## src/rtl/mme_pkg.sv

```systemverilog
// ----------------------------------------------------------------------------
// mme_pkg
// Shared widths, constants and control structs for the modular
// exponentiation block.
// ----------------------------------------------------------------------------
package mme_pkg;

  localparam int unsigned MOD_W   = 31;
  localparam int unsigned EXP_W   = 63;
  localparam int unsigned CNT_W   = $clog2(MOD_W);

  localparam logic [MOD_W-1:0] MODULUS_RESET = MOD_W'(1000000007);
  localparam logic [MOD_W-1:0] ONE           = MOD_W'(1);

  // request to the shared modular multiplier
  typedef struct packed {
    logic             start;
    logic [MOD_W-1:0] x;   // addend operand, must be below the modulus
    logic [MOD_W-1:0] y;   // operand scanned one bit a cycle, msb first
  } mme_mul_req_t;

  typedef struct packed {
    logic busy;
    logic done;
  } mme_mul_stat_t;

endpackage

```

## src/rtl/mme_if.sv

```systemverilog
// ----------------------------------------------------------------------------
// mme_if
// Valid/ready channels of the modular exponentiation block: operand items,
// result items and modulus writes.
// ----------------------------------------------------------------------------
interface mme_req_if;
  logic                      valid;
  logic                      ready;
  logic [mme_pkg::MOD_W-1:0] base_value;
  logic [mme_pkg::EXP_W-1:0] exponent;

  modport source (output valid, output base_value, output exponent, input ready);
  modport sink   (input valid, input base_value, input exponent, output ready);
endinterface

interface mme_rsp_if;
  logic                      valid;
  logic                      ready;
  logic [mme_pkg::MOD_W-1:0] power_result;

  modport source (output valid, output power_result, input ready);
  modport sink   (input valid, input power_result, output ready);
endinterface

interface mme_cfg_if;
  logic                      valid;
  logic                      ready;
  logic [mme_pkg::MOD_W-1:0] modulus;

  modport source (output valid, output modulus, input ready);
  modport sink   (input valid, input modulus, output ready);
endinterface

```

## src/rtl/mme_mulmod.sv

```systemverilog
// ----------------------------------------------------------------------------
// mme_mulmod
// Bit-serial interleaved modular multiplier: one bit of y per cycle,
// r = (2r + y_bit * x) mod m, one step for each of the MOD_W bits of y.
// ----------------------------------------------------------------------------
module mme_mulmod (
  input  logic                      clk,
  input  logic                      rst,
  input  mme_pkg::mme_mul_req_t     req,
  input  logic [mme_pkg::MOD_W-1:0] modulus,
  output mme_pkg::mme_mul_stat_t    stat,
  output logic [mme_pkg::MOD_W-1:0] result
);
  import mme_pkg::*;

  logic             busy;
  logic             done;
  logic [CNT_W-1:0] cnt;
  logic [MOD_W-1:0] r;
  logic [MOD_W-1:0] x;
  logic [MOD_W-1:0] y;

  logic [MOD_W+1:0] t;
  logic [MOD_W+2:0] d1;
  logic [MOD_W+2:0] d2;
  logic [MOD_W-1:0] r_next;

  // t stays below 3m, so at most two subtractions of m are needed
  always_comb begin
    t  = {1'b0, r, 1'b0} + {2'b0, (y[MOD_W-1] ? x : '0)};
    d1 = {1'b0, t} - {3'b0, modulus};
    d2 = {1'b0, t} - {2'b0, modulus, 1'b0};
    if (!d2[MOD_W+2]) begin
      r_next = d2[MOD_W-1:0];
    end else if (!d1[MOD_W+2]) begin
      r_next = d1[MOD_W-1:0];
    end else begin
      r_next = t[MOD_W-1:0];
    end
  end

  always_ff @(posedge clk) begin
    if (rst) begin
      busy <= 1'b0;
      done <= 1'b0;
      cnt  <= '0;
    end else begin
      done <= 1'b0;
      if (req.start) begin
        busy <= 1'b1;
        cnt  <= CNT_W'(MOD_W - 1);
      end else if (busy) begin
        cnt <= cnt - CNT_W'(1);
        if (cnt == '0) begin
          busy <= 1'b0;
          done <= 1'b1;
        end
      end
    end
  end

  always_ff @(posedge clk) begin
    if (req.start) begin
      r <= '0;
      x <= req.x;
      y <= req.y;
    end else if (busy) begin
      r <= r_next;
      y <= {y[MOD_W-2:0], 1'b0};
    end
  end

  assign stat.busy = busy;
  assign stat.done = done;
  assign result    = r;

endmodule

```

## src/rtl/modular_exponentiation.sv

```systemverilog
// ----------------------------------------------------------------------------
// modular_exponentiation
// Right-to-left square-and-multiply: base_value ^ exponent mod modulus.
// ----------------------------------------------------------------------------
// One item at a time. Every modular product runs on one shared bit-serial
// multiplier. An item costs one product to reduce the base, then for each
// exponent bit up to the highest set one a multiply when the bit is set and
// a squaring unless it is the last bit, with a pass through S_NEXT for each
// bit to step the exponent. A modulus of zero or one yields 0 through S_DONE
// without any product. The next item is taken while a result still waits
// in the output register. Modulus writes are taken at any time and are
// meant to happen only while the block is idle.
module modular_exponentiation (
  input  logic           clk,
  input  logic           rst,
  mme_req_if.sink        req,
  mme_rsp_if.source      rsp,
  mme_cfg_if.sink        cfg
);
  import mme_pkg::*;

  typedef enum logic [2:0] {
    S_IDLE,
    S_REDUCE,
    S_NEXT,
    S_MULT,
    S_SQUARE,
    S_DONE
  } state_t;

  state_t         state;
  logic [MOD_W-1:0] modulus;
  logic [EXP_W-1:0] exp_sr;
  logic [MOD_W-1:0] acc;
  logic [MOD_W-1:0] b;
  logic [MOD_W-1:0] res;
  logic [MOD_W-1:0] out_data;
  logic             out_valid;

  mme_mul_req_t  mreq;
  mme_mul_stat_t mstat;
  logic [MOD_W-1:0] mres;

  logic in_acc;

  assign in_acc    = req.valid && req.ready;
  assign req.ready = (state == S_IDLE);
  assign cfg.ready = 1'b1;

  always_ff @(posedge clk) begin
    if (rst) begin
      modulus <= MODULUS_RESET;
    end else if (cfg.valid) begin
      modulus <= cfg.modulus;
    end
  end

  mme_mulmod u_mulmod (
    .clk     (clk),
    .rst     (rst),
    .req     (mreq),
    .modulus (modulus),
    .stat    (mstat),
    .result  (mres)
  );

  always_ff @(posedge clk) begin
    if (rst) begin
      state      <= S_IDLE;
      mreq.start <= 1'b0;
      out_valid  <= 1'b0;
    end else begin
      mreq.start <= 1'b0;
      if (out_valid && rsp.ready) begin
        out_valid <= 1'b0;
      end
      case (state)
        S_IDLE: begin
          if (in_acc) begin
            exp_sr <= req.exponent;
            if (modulus < MOD_W'(2)) begin
              res   <= '0;
              state <= S_DONE;
            end else begin
              // base mod m as 1 * base through the multiplier
              mreq.start <= 1'b1;
              mreq.x     <= ONE;
              mreq.y     <= req.base_value;
              state      <= S_REDUCE;
            end
          end
        end
        S_REDUCE: begin
          if (mstat.done) begin
            b     <= mres;
            acc   <= ONE;
            state <= S_NEXT;
          end
        end
        S_NEXT: begin
          if (exp_sr == '0) begin
            res   <= acc;
            state <= S_DONE;
          end else if (exp_sr[0]) begin
            mreq.start <= 1'b1;
            mreq.x     <= acc;
            mreq.y     <= b;
            state      <= S_MULT;
          end else begin
            mreq.start <= 1'b1;
            mreq.x     <= b;
            mreq.y     <= b;
            state      <= S_SQUARE;
          end
        end
        S_MULT: begin
          if (mstat.done) begin
            acc <= mres;
            if (exp_sr[EXP_W-1:1] == '0) begin
              // last set bit, squaring would be wasted
              exp_sr <= '0;
              state  <= S_NEXT;
            end else begin
              mreq.start <= 1'b1;
              mreq.x     <= b;
              mreq.y     <= b;
              state      <= S_SQUARE;
            end
          end
        end
        S_SQUARE: begin
          if (mstat.done) begin
            b      <= mres;
            exp_sr <= {1'b0, exp_sr[EXP_W-1:1]};
            state  <= S_NEXT;
          end
        end
        S_DONE: begin
          if (!out_valid || rsp.ready) begin
            out_data  <= res;
            out_valid <= 1'b1;
            state     <= S_IDLE;
          end
        end
        default: begin
          state <= S_IDLE;
        end
      endcase
    end
  end

  assign rsp.valid        = out_valid;
  assign rsp.power_result = out_data;

endmodule

```

## src/flat_wrapper.sv

```systemverilog
// flat-port wrapper written by rule: the top's interface ports become plain ports
module modular_exponentiation_flat import mme_pkg::*;
  (clk, rst, req_valid, req_base_value, req_exponent, req_ready, rsp_valid, rsp_power_result, rsp_ready, cfg_valid, cfg_modulus, cfg_ready);
  mme_req_if req_i ();
  mme_rsp_if rsp_i ();
  mme_cfg_if cfg_i ();
  input  logic clk;
  input  logic rst;
  input wire logic [$bits(req_i.valid)-1:0] req_valid;
  input wire logic [$bits(req_i.base_value)-1:0] req_base_value;
  input wire logic [$bits(req_i.exponent)-1:0] req_exponent;
  output wire logic [$bits(req_i.ready)-1:0] req_ready;
  output wire logic [$bits(rsp_i.valid)-1:0] rsp_valid;
  output wire logic [$bits(rsp_i.power_result)-1:0] rsp_power_result;
  input wire logic [$bits(rsp_i.ready)-1:0] rsp_ready;
  input wire logic [$bits(cfg_i.valid)-1:0] cfg_valid;
  input wire logic [$bits(cfg_i.modulus)-1:0] cfg_modulus;
  output wire logic [$bits(cfg_i.ready)-1:0] cfg_ready;
  assign req_i.valid = req_valid;
  assign req_i.base_value = req_base_value;
  assign req_i.exponent = req_exponent;
  assign req_ready = req_i.ready;
  assign rsp_valid = rsp_i.valid;
  assign rsp_power_result = rsp_i.power_result;
  assign rsp_i.ready = rsp_ready;
  assign cfg_i.valid = cfg_valid;
  assign cfg_i.modulus = cfg_modulus;
  assign cfg_ready = cfg_i.ready;
  modular_exponentiation u_core (.clk(clk), .rst(rst), .req(req_i), .rsp(rsp_i), .cfg(cfg_i));
endmodule
```

## config.mk

```make
export PLATFORM = sky130hd
export DESIGN_NAME = modular_exponentiation_flat
export DESIGN_NICKNAME = d
export VERILOG_FILES = /design/src/rtl/mme_pkg.sv /design/src/rtl/mme_if.sv /design/src/rtl/mme_mulmod.sv /design/src/rtl/modular_exponentiation.sv /design/src/flat_wrapper.sv
export SDC_FILE = /design/constraint.sdc
export NUM_CORES = 1
export LEC_CHECK = 0
export BUFFER_PORTS_ARGS = -buffer_cell sky130_fd_sc_hd__buf_2
export CAP_MARGIN = 20
export CORE_MARGIN = 1
export CORE_UTILIZATION = 50
export CTS_CLUSTER_SIZE = 28
export DETAILED_ROUTE_END_ITERATION = 8
export GPL_TIMING_DRIVEN = 0
export PLACE_DENSITY = 0.69
export SYNTH_ARGS = -nofsm -noshare
export SYNTH_HDL_FRONTEND = slang
export SYNTH_SLANG_ARGS = --single-unit
```

## constraint.sdc

```tcl
create_clock -name clk -period 26.7 [get_ports clk]
set_input_delay 4.005 -clock clk [delete_from_list [all_inputs] [get_ports clk]]
set_output_delay 4.005 -clock clk [all_outputs]
set_load 0.05 [all_outputs]
```

==> results.sh, run 1 <==
export IMPL_status="completed"
export IMPL_hold_ws_ns=0.411
export IMPL_clock_sinks=385
export IMPL_htreeDepth=2
export IMPL_grt_max_degree=36
export IMPL_initial_core_util=0.511
export IMPL_first_global_vias=14133
export IMPL_holdBufCountCts=0
export IMPL_gp_congestion=0.897
export IMPL_synth_seq_cells=385
export IMPL_crit_required_ns=27.16
export IMPL_drt_iter0_markers=967
export IMPL_synth_top_cell_by_area="edfxtp_1"
export IMPL_track_usage=0.257
export IMPL_final_nets=2173
export IMPL_root_buffer="clkbuf_16"
export IMPL_holdCritPathClass="reg -> reg"
export IMPL_numCtsBuffers=41
export IMPL_die_area_mm2=0.0407
export IMPL_synth_top_area_frac=0.469
export IMPL_powerDensity_mw_per_mm2=135
export IMPL_dp_hpwl_um=40200
export IMPL_async_reset_ff_frac=0
export IMPL_finalSetupViolations=0
export IMPL_min_period_ns=6.81
export IMPL_leakage_nw=9.14
export IMPL_clock_skew_ns=0.0204
export IMPL_ant_nets=0
export IMPL_synthesis_nets=1952
export IMPL_final_hold_viol_count=0
export IMPL_firstDrtPassIters=7
export IMPL_worstPathArrival_ns=7.27
export IMPL_core_mm2=0.0390
export IMPL_ir_drop_mv=0.0584
export IMPL_insertion_delay_ns=0.57
export IMPL_grt_pass1_wl_um=80100
export IMPL_synth_cells=1725
export IMPL_clk_path_buf_depth=3
export IMPL_relSlewSlack=0.370
export IMPL_synthFlopType="edfxtp_1"
export IMPL_maxCapViolations=0
export IMPL_area_delta_synth_final_pct=15.3
export IMPL_io_pins=164
export IMPL_rsz0062_at_grt="false"
export IMPL_r2r_setup_slack_ns=19.89
export IMPL_fin_tns_setup_ns=0
export IMPL_fp_dieW_um=202
export IMPL_dr_total_vias=14568
export IMPL_finish_utilization=0.589
export IMPL_synth_edff_count=311
export IMPL_worst_pin_slew_ns=0.946
export IMPL_path_class="reg -> reg"
export IMPL_vias_per_cell=5.84
export IMPL_syn_area_mm2=0.0199
export IMPL_antenna_found_initial=0
export IMPL_end_kind="flop"
export IMPL_slew_viol_final=0
export IMPL_cts_tree="yes"
export IMPL_clkTransAtPathRegs_ns=0.06
export IMPL_portBuffers=160
export IMPL_max_freq_ghz=0.147
export IMPL_diodes=0
export IMPL_path_max_fanout=10
export IMPL_avgSynthCellArea_um2=11.6
export IMPL_seq_area_frac_synth=0.543
export IMPL_start_kind="flop"
export IMPL_postCtsSetupBuffers=0
export IMPL_grt_overflow_total=0
export IMPL_synth_warnings=0
export IMPL_netlist_top_cells_area="edfxtp_1, dfxtp_1, ha_1, a22o_1, a21oi_1"
export IMPL_synth_cell_types=86
export IMPL_cts_resized_gates=0
export IMPL_final_period_utilization=0.255
export IMPL_wl_um=52000
export IMPL_most_common_layout_cells="edfxtp_1, buf_2, a22o_1"
export IMPL_drcViolationCount=0
export IMPL_wl_per_cell_um=20.8
export IMPL_die_y_um=202
export IMPL_rows=72
export IMPL_drive_above_1_share=0.166
export IMPL_final_common_cell="edfxtp_1"
-- worst max-delay path: stages (launching register included) --
cell	delay (ns)
edfxtp_1	0.45
clkbuf_1	0.34
and2_1	0.23
ha_1	0.20
inv_1	0.06
fa_1	0.40
nor2b_1	0.17
o31a_1	0.21
o211ai_1	0.17
nand2_1	0.18
a31oi_1	0.14
o21ai_0	0.30
xor2_1	0.40
ha_1	0.31
clkbuf_1	0.22
nand2_1	0.17
o21ai_1	0.13
a211oi_1	0.31
o21ai_1	0.14
a221oi_2	0.41
o22ai_1	0.22
a221oi_2	0.34
a21boi_4	0.40
buf_4	0.26
nand2_1	0.21
o21ai_1	0.31
-- power by group --
part / switching, W / internal (W) / leakage [nW]
sequential: 0.0000853 / 0.000834 / 3.47
clock: 0.000236 / 0.000348 / 0.661
combinational: 0.000969 / 0.000630 / 5.01
-- sequential cells by signal (all words and copies together) (netlist names) --
| register | count |
|---|---|
| u_core.u_mulmod.busy | 1 |
| u_core.b | 31 |
| u_core.res | 31 |
| u_core.u_mulmod.done | 1 |
| u_core.modulus | 31 |
| u_core.u_mulmod.x | 31 |
| u_core.mreq | 63 |
| u_core.u_mulmod.y | 31 |
| u_core.rsp.valid | 1 |
| u_core.acc | 31 |
| u_core.u_mulmod.result | 31 |
| u_core.rsp.power_result | 31 |
| u_core.u_mulmod.cnt | 5 |
| u_core.exp_sr | 63 |
| u_core.state | 3 |
-- per-layer routing --
layer / up-vias / GRT usage / routed length, um / part of all wire
met5: - / 0 / 0 / 0
met1: 7070 / 0.363 / 23900 / 0.46
met3: 81 / 0.0445 / 3190 / 0.061
li1: 6989 / - / - / -
met4: 0 / 0.0731 / 1320 / 0.025
met2: 428 / 0.407 / 23600 / 0.45
-- final timing paths --
check,from,end,depth (start not counted)
hold reg to reg,u_core.res[0]$_SDFFCE_PN0P_,u_core.rsp.power_result[0]$_DFFE_PP_,0
setup / recovery,u_core.u_mulmod.y[30]$_DFFE_PP_,u_core.u_mulmod.result[30]$_SDFFE_PP0P_,25
setup reg to reg,u_core.u_mulmod.y[30]$_DFFE_PP_,u_core.u_mulmod.result[30]$_SDFFE_PP0P_,25
hold / removal,u_core.res[0]$_SDFFCE_PN0P_,u_core.rsp.power_result[0]$_DFFE_PP_,0
-- per-stage QoR --
| stage | std cells | setup slack (ns) | power [W] | area [um2] |
|---|---|---|---|---|
| 3_3_place_gp | 2403 | 11.88 | 0.00247 | 21400 |
| 3_5_place_dp | 2421 | 19.64 | 0.00249 | 21600 |
| 5_1_grt | 2495 | 19.43 | 0.00330 | 23000 |
| 2_1_floorplan | 1725 | 15.57 | 0.00207 | 19900 |
| 4_1_cts | 2495 | 20.00 | 0.00309 | 23000 |
| 6_report | 2495 | 19.89 | 0.00310 | 23000 |
-- area by class of cell --
class                      count  area [um2]
clock inverter                24         303
buffer                        82         362
clock buffer                  50        1080
timing repair buffer         178         973
sequential                   385       10800
multi-input combinational   1189        8520
inverter                      69         259
tap                          518         648
fill                        3261       16000
-- kinds of logic after synthesis --
logic type	Yosys count	share of synthesized area
mux	61	0.0330
buf+inv	151	0.0311
compound gates	491	0.179
xor+xnor	70	0.0308
simple gates	469	0.121
fa+ha+maj	97	0.0620
flops	385	0.543
other cells	1	0.000188
-- Yosys cell counts (all sizes together), types with 4 or more instances --
master / number
a211oi: 16
a21boi: 8
a21o: 34
a21oi: 115
a22o: 125
a311oi: 5
a31oi: 10
and2: 61
and3: 44
buf: 24
clkbuf: 58
dfxtp: 74
edfxtp: 311
ha: 94
inv: 68
mux2: 38
mux2i: 23
nand2: 91
nand2b: 23
nand3: 23
nand4: 15
nor2: 118
nor2b: 12
nor3: 26
nor4: 31
o2111ai: 5
o211ai: 28
o21a: 16
o21ai: 67
o21bai: 14
o221ai: 4
o22ai: 4
o31ai: 6
or2: 5
or3: 8
xnor2: 45
xor2: 25
No activity file was read; power rests on OpenSTA's default activity.
==> inputs of run 2 (changes only) <==
--- a/config.mk
+++ b/config.mk
@@ -5,6 +5,7 @@
 export SDC_FILE = /design/constraint.sdc
 export NUM_CORES = 1
 export LEC_CHECK = 0
+export ABC_AREA = 1
 export BUFFER_PORTS_ARGS = -buffer_cell sky130_fd_sc_hd__buf_2
 export CAP_MARGIN = 20
 export CORE_MARGIN = 1
@@ -12,7 +13,7 @@
 export CTS_CLUSTER_SIZE = 28
 export DETAILED_ROUTE_END_ITERATION = 8
 export GPL_TIMING_DRIVEN = 0
-export PLACE_DENSITY = 0.69
+export PLACE_DENSITY = 0.68
 export SYNTH_ARGS = -nofsm -noshare
 export SYNTH_HDL_FRONTEND = slang
 export SYNTH_SLANG_ARGS = --single-unit
==> constraint.sdc (replaced) <==
create_clock -name clk -period 7 [get_ports clk]
set_input_delay 1.05 -clock clk [delete_from_list [all_inputs] [get_ports clk]]
set_output_delay 1.05 -clock clk [all_outputs]
set_load 0.05 [all_outputs]
==> run 2 against run 1 <==
Compared with the run above:
- cell count increased by 35%
- register-to-register slack got worse by 18 ns
- sequential power grew to 3.7 times the previous value
- synthesized cell count grew 47%
- die area is 8.6% higher
- hold slack improved by 0.0018 ns
- core utilization about the same
- wire length grew 28%
==> results.sh, run 2 <==
export IMPL_antenna_found_initial=0
export IMPL_clock_sinks=385
export IMPL_synth_top_area_frac=0.431
export IMPL_yosys_area_share_adder=0.0571
export IMPL_seq_area_frac_synth=0.500
export IMPL_synthesis_nets=2765
export IMPL_rr_startpoint="u_core.u_mulmod.y[30]$_DFFE_PP_"
export IMPL_cp_depth=30
export IMPL_timing_critical_path_to="u_core.u_mulmod.result[17]$_SDFFE_PP0P_"
export IMPL_regArea_mm2=0.0108
export IMPL_fp_dieW_um=210
export IMPL_clock_skew_ns=0.0279
export IMPL_rows=75
export IMPL_relSlewSlack=0.293
export IMPL_clkTransAtPathRegs_ns=0.06
export IMPL_finish_utilization=0.589
export IMPL_fin_tns_setup_ns=0
export IMPL_slew_viol_final=0
export IMPL_die_y_um=210
export IMPL_synth_top_cell_by_area="edfxtp_1"
export IMPL_netlist_top_cells_area="edfxtp_1, nand2_1, dfxtp_1, inv_1, ha_1"
export IMPL_portBuffers=162
export IMPL_path_class="reg -> reg"
export IMPL_area_delta_synth_final_pct=15.1
export IMPL_final_hold_viol_count=0
export IMPL_grtUsageMet2=0.468
export IMPL_postCtsSetupBuffers=0
export IMPL_dp_hpwl_um=53600
export IMPL_critPathTopFamily="simple AND/OR/NAND/NOR gates"
export IMPL_vias_per_cell=5.51
export IMPL_final_common_cell="nand2_1"
export IMPL_grt_overflow_total=0
export IMPL_start_kind="flop"
export IMPL_core_mm2=0.0423
export IMPL_r2r_end="u_core.u_mulmod.result[17]$_SDFFE_PP0P_"
export IMPL_clk_path_buf_depth=3
export IMPL_synth_area_mux_share=0
export IMPL_wl_um=66700
export IMPL_root_buffer="clkbuf_16"
export IMPL_hold_depth=0
export IMPL_startpoint="u_core.u_mulmod.y[30]$_DFFE_PP_"
export IMPL_synth_cell_types=51
export IMPL_insertion_delay_ns=0.58
export IMPL_leakage_nw=11.1
export IMPL_synth_xor_area_frac=0.0251
export IMPL_status="completed"
export IMPL_crit_required_ns=7.43
export IMPL_final_nets=2990
export IMPL_synth_warnings=0
export IMPL_min_period_ns=5.57
export IMPL_synth_edff_count=311
export IMPL_synth_seq_cells=385
export IMPL_maxCapViolations=0
export IMPL_grt_pass1_wl_um=102000
export IMPL_final_period_utilization=0.795
export IMPL_critPathBufInv=8
export IMPL_drive_above_1_share=0.112
export IMPL_diodes=0
export IMPL_grt_max_degree=36
export IMPL_reg_largest_list="u_core.exp_sr x63, u_core.mreq x63"
export IMPL_drcViolationCount=0
export IMPL_syn_area_mm2=0.0217
export IMPL_grtUsageMet1=0.439
export IMPL_ir_drop_mv=0.222
export IMPL_multi_input_area_mm2=0.00903
export IMPL_synth_compound_area_frac=0.137
export IMPL_fillers=3813
export IMPL_holdCritPathClass="reg -> reg"
export IMPL_postLayoutCellArea_mm2=0.0249
export IMPL_top_usage_layer="met2"
export IMPL_first_global_vias=17884
export IMPL_avgSynthCellArea_um2=8.53
export IMPL_ant_nets=0
export IMPL_cpPeakStageDelay_ns=0.49
export IMPL_synth_cells=2538
export IMPL_wl_per_cell_um=19.8
export IMPL_drt_iter0_markers=1972
export IMPL_finalSetupViolations=0
export IMPL_synth_top_family_by_area="simple AND/OR/NAND/NOR gates"
export IMPL_initial_core_util=0.512
export IMPL_worst_pin_slew_ns=1.06
export IMPL_async_reset_ff_frac=0
export IMPL_cts_tree="yes"
export IMPL_cp_common_cell="nand2_1"
export IMPL_reg2reg_depth=30
export IMPL_holdBufCountCts=0
export IMPL_dr_total_vias=18565
export IMPL_hold_start="u_core.mreq[60]$_DFFE_PP_"
export IMPL_met3_usage=0.0600
export IMPL_io_pins=164
export IMPL_numCtsBuffers=41
export IMPL_htreeDepth=2
export IMPL_path_max_fanout=10
export IMPL_r2r_setup_slack_ns=1.43
export IMPL_end_kind="flop"
export IMPL_crit_slowest_cell="edfxtp_1"
export IMPL_synthFlopType="edfxtp_1"
export IMPL_cts_resized_gates=0
export IMPL_gp_congestion=1.03
export IMPL_max_freq_ghz=0.180
export IMPL_placed_area_mm2=0.0235
export IMPL_most_common_layout_cells="nand2_1, inv_1, edfxtp_1"
export IMPL_ys_top_cells_by_count="nand2_1, inv_1, edfxtp_1, o21ai_0, nor2_1"
export IMPL_rsz0062_at_grt="false"
export IMPL_die_area_mm2=0.0441
export IMPL_powerDensity_mw_per_mm2=499
export IMPL_synth_simple_gate_area_frac=0.195
export IMPL_worstPathArrival_ns=6.00
export IMPL_track_usage=0.304
export IMPL_firstDrtPassIters=6
export IMPL_post_synth_top_count_cell="nand2_1"
run 2: per-stage QoR:
stage / total power (W) / worst slack (ns) / hold WS [ns] / std cells
after detailed placement: 0.00998 / 1.61 / 0.405 / 3297
after global placement: 0.00987 / -2.86 / 0.402 / 3277
final: 0.0124 / 1.43 / 0.412 / 3372
after CTS: 0.0123 / 1.59 / 0.401 / 3372
after global routing: 0.0132 / 1.12 / 0.408 / 3372
after floorplan: 0.00789 / 0.0751 / 0.400 / 2538
run 2: worst min path at each step:
stage                                       endpoint  slack [ns]
6_report             u_core.u_mulmod.x[29]$_DFFE_PP_        0.41
5_1_grt              u_core.u_mulmod.x[22]$_DFFE_PP_        0.41
3_3_place_gp         u_core.u_mulmod.x[30]$_DFFE_PP_        0.40
4_1_cts        u_core.rsp.power_result[21]$_DFFE_PP_        0.40
3_5_place_dp   u_core.rsp.power_result[19]$_DFFE_PP_        0.41
2_1_floorplan   u_core.rsp.power_result[0]$_DFFE_PP_        0.40
run 2: cell type report:
cell class              instances  share of cell area
plain buffers                  82              0.0154
clock buffers                  51              0.0435
clock inverters                24              0.0138
inverters                     389              0.0587
multi-input cells            1682               0.362
flip-flops and latches        385               0.434
well taps                     577              0.0290
repair buffers                182              0.0434
run 2: logic make-up (layout without fill, tap and decap cells):
group / after synthesis / in the layout
AOI/OAI and AO/OA: 519 / 519
other: 1 / 1
adders and majority gates: 97 / 97
DFF: 385 / 385
and+or+nand+nor: 1003 / 1003
buffers and inverters: 471 / 728
xor gates and xnor gates: 62 / 62
run 2: metal layers:
layer / share of wire / wire [um] / vias up
met1: 0.45 / 30300 / 8753
li1: - / - / 8977
met3: 0.087 / 5800 / 84
met5: 0 / 0 / -
met4: 0.023 / 1520 / 0
met2: 0.44 / 29100 / 751
run 2: where the power goes:
group	internal (W)	total, W	switching [W]	leakage [nW]
sequential	0.00312	0.00340	0.000276	3.52
clock	0.00137	0.00231	0.000939	0.687
combinational	0.00209	0.00673	0.00464	6.93
==> inputs of run 3 (changes only) <==
==> constraint.sdc (replaced) <==
create_clock -name clk -period 5.5 [get_ports clk]
set_input_delay 0.825 -clock clk [delete_from_list [all_inputs] [get_ports clk]]
set_output_delay 0.825 -clock clk [all_outputs]
set_load 0.05 [all_outputs]
==> run 3 against run 2 <==
Compared with the run above:
- critical path depth stayed put
- clock-buffer cell count increased by 3
- via count increased by 0.19%
- global-route usage grew 0.12 points
- sequential share of layout area up 0.15 points
- cell count hardly changed
- register-to-register slack got worse by 1.2 ns
==> results.sh, run 3 (synthesis results as in run 2) <==
export IMPL_hold_ws_ns=0.415
export IMPL_switching_share=0.473
export IMPL_numCtsBuffers=41
export IMPL_place_inst=3296
export IMPL_switchingPower_w=0.00739
export IMPL_drive_above_1_share=0.113
export IMPL_maxCapViolations=0
export IMPL_status="completed"
export IMPL_htreeDepth=2
export IMPL_rsz0062_at_grt="false"
export IMPL_met3_length_um=6050
export IMPL_start_kind="flop"
export IMPL_finalSetupViolations=0
export IMPL_power_frac_seq=0.277
export IMPL_fp_dieW_um=210
export IMPL_clock_power_share=0.174
export IMPL_grt_pass1_wl_um=102000
export IMPL_cpPeakStageDelay_ns=0.48
export IMPL_highest_layer="met5"
export IMPL_worstPathArrival_ns=5.66
export IMPL_p_comb_frac=0.549
export IMPL_cp_common_cell="nand2_1"
export IMPL_initial_core_util=0.512
export IMPL_grt_max_degree=36
export IMPL_ir_drop_mv=0.298
export IMPL_ant_nets=0
export IMPL_end_kind="flop"
export IMPL_crit_slowest_cell="edfxtp_1"
export IMPL_internal_power_w=0.00822
export IMPL_reg_largest_list="u_core.exp_sr x63, u_core.mreq x63"
export IMPL_final_common_cell="nand2_1"
export IMPL_area_delta_synth_final_pct=14.7
export IMPL_dp_hpwl_um=54000
export IMPL_clock_skew_ns=0.0173
export IMPL_clock_sinks=385
export IMPL_io_pins=164
export IMPL_rows=75
export IMPL_slew_viol_final=0
export IMPL_fillers=3795
export IMPL_final_hold_viol_count=0
export IMPL_max_freq_ghz=0.191
export IMPL_drt_iter0_markers=2020
export IMPL_clkTransAtPathRegs_ns=0.06
export IMPL_core_mm2=0.0423
export IMPL_antenna_found_initial=2
export IMPL_wl_per_cell_um=19.9
export IMPL_path_max_fanout=10
export IMPL_path_class="reg -> reg"
export IMPL_die_area_mm2=0.0441
export IMPL_clk_path_buf_depth=3
export IMPL_most_common_layout_cells="nand2_1, inv_1, edfxtp_1"
export IMPL_holdCritPathClass="reg -> reg"
export IMPL_firstDrtPassIters=6
export IMPL_setup_ws_ns=0.264
export IMPL_insertion_delay_ns=0.57
export IMPL_holdBufCountCts=0
export IMPL_grt_overflow_total=0
export IMPL_diodes=0
export IMPL_leakage_nw=11.1
export IMPL_wl_um=67000
export IMPL_root_buffer="clkbuf_16"
export IMPL_stdcell_count=3371
export IMPL_track_usage=0.306
export IMPL_die_y_um=210
export IMPL_portBuffers=162
export IMPL_dr_total_vias=18601
export IMPL_final_nets=2991
export IMPL_worst_pin_slew_ns=1.02
export IMPL_gp_congestion=1.02
export IMPL_cts_tree="yes"
export IMPL_final_period_utilization=0.952
export IMPL_powerDensity_mw_per_mm2=629
export IMPL_vias_per_cell=5.52
export IMPL_drt_met1_wl_um=30200
export IMPL_pre_cts_slack_ns=0.0507
export IMPL_first_global_vias=17879
export IMPL_drcViolationCount=0
export IMPL_fin_tns_setup_ns=0
export IMPL_relSlewSlack=0.322
export IMPL_crit_required_ns=5.93
export IMPL_min_period_ns=5.24
export IMPL_wl_met2_um=29000
-- run 3: cell types whose count changed in the layout (fill, tap and decap cells not counted), sizes merged --
cell / before / now
clkbuf: 111 / 113
clkinvlp: 2 / 0
buf: 204 / 206
clkinv: 14 / 16
bufinv: 7 / 2
-- run 3: critical path, delay by kind of cell (launching register included) --
family,cells,cell delay (ns)
compound gates,4,0.85
buf+inv,8,0.96
flops,1,0.48
fa+ha+maj,3,0.91
simple gates,15,1.83
-- run 3: path summary, 6_finish.rpt --
check                                       endpoint  depth (start not counted)                       startpoint  slack [ns]
min                  u_core.u_mulmod.x[19]$_DFFE_PP_                          0        u_core.mreq[50]$_DFFE_PP_        0.42
min reg2reg          u_core.u_mulmod.x[19]$_DFFE_PP_                          0        u_core.mreq[50]$_DFFE_PP_        0.42
max          u_core.u_mulmod.result[17]$_SDFFE_PP0P_                         30  u_core.u_mulmod.y[30]$_DFFE_PP_        0.26
max reg2reg  u_core.u_mulmod.result[17]$_SDFFE_PP0P_                         30  u_core.u_mulmod.y[30]$_DFFE_PP_        0.26
-- run 3: layout make-up --
cell class / count / area [um2] / share of cell area
flip-flops and latches: 385 / 10800 / 0.436
well taps: 577 / 722 / 0.0291
clock buffers: 54 / 1160 / 0.0465
plain buffers: 82 / 387 / 0.0156
inverters: 389 / 1460 / 0.0589
clock inverters: 19 / 161 / 0.00650
repair buffers: 183 / 1090 / 0.0438
multi-input cells: 1682 / 9040 / 0.364
-- run 3: power groups by stage --
stage | Clock, W | Sequential, W | Combinational (W)
finish | 0.00272 | 0.00433 | 0.00857
floorplan | 0 | 0.00427 | 0.00576
global route | 0.00286 | 0.00437 | 0.00946
global placement | 0 | 0.00445 | 0.00809
detailed placement | 0 | 0.00438 | 0.00830
CTS | 0.00276 | 0.00433 | 0.00835
-- run 3: routing by layer --
| layer | track usage | vias to the layer above |
|---|---|---|
| li1 | - | 8996 |
| met4 | 0.0838 | 2 |
| met5 | 0 | - |
| met2 | 0.465 | 761 |
| met1 | 0.439 | 8744 |
| met3 | 0.0681 | 98 |
-- run 3: through the flow --
| step | util | total power [W] | cell area (um2) |
|---|---|---|---|
| after CTS | 0.586 | 0.0154 | 24800 |
| after detailed placement | 0.555 | 0.0127 | 23500 |
| final | 0.587 | 0.0156 | 24800 |
| after global placement | 0.548 | 0.0125 | 23200 |
| after floorplan | - | 0.0100 | 21700 |
| after global routing | 0.587 | 0.0167 | 24800 |
-- run 3: timing repair --
| item | in CTS | in global routing |
|---|---|---|
| buffers inserted | 0 | 2 |
| setup endpoints to repair | 0 | 31 |
| endpoints found under the hold margin | 0 | 0 |
| resized for setup | 0 | 9 |
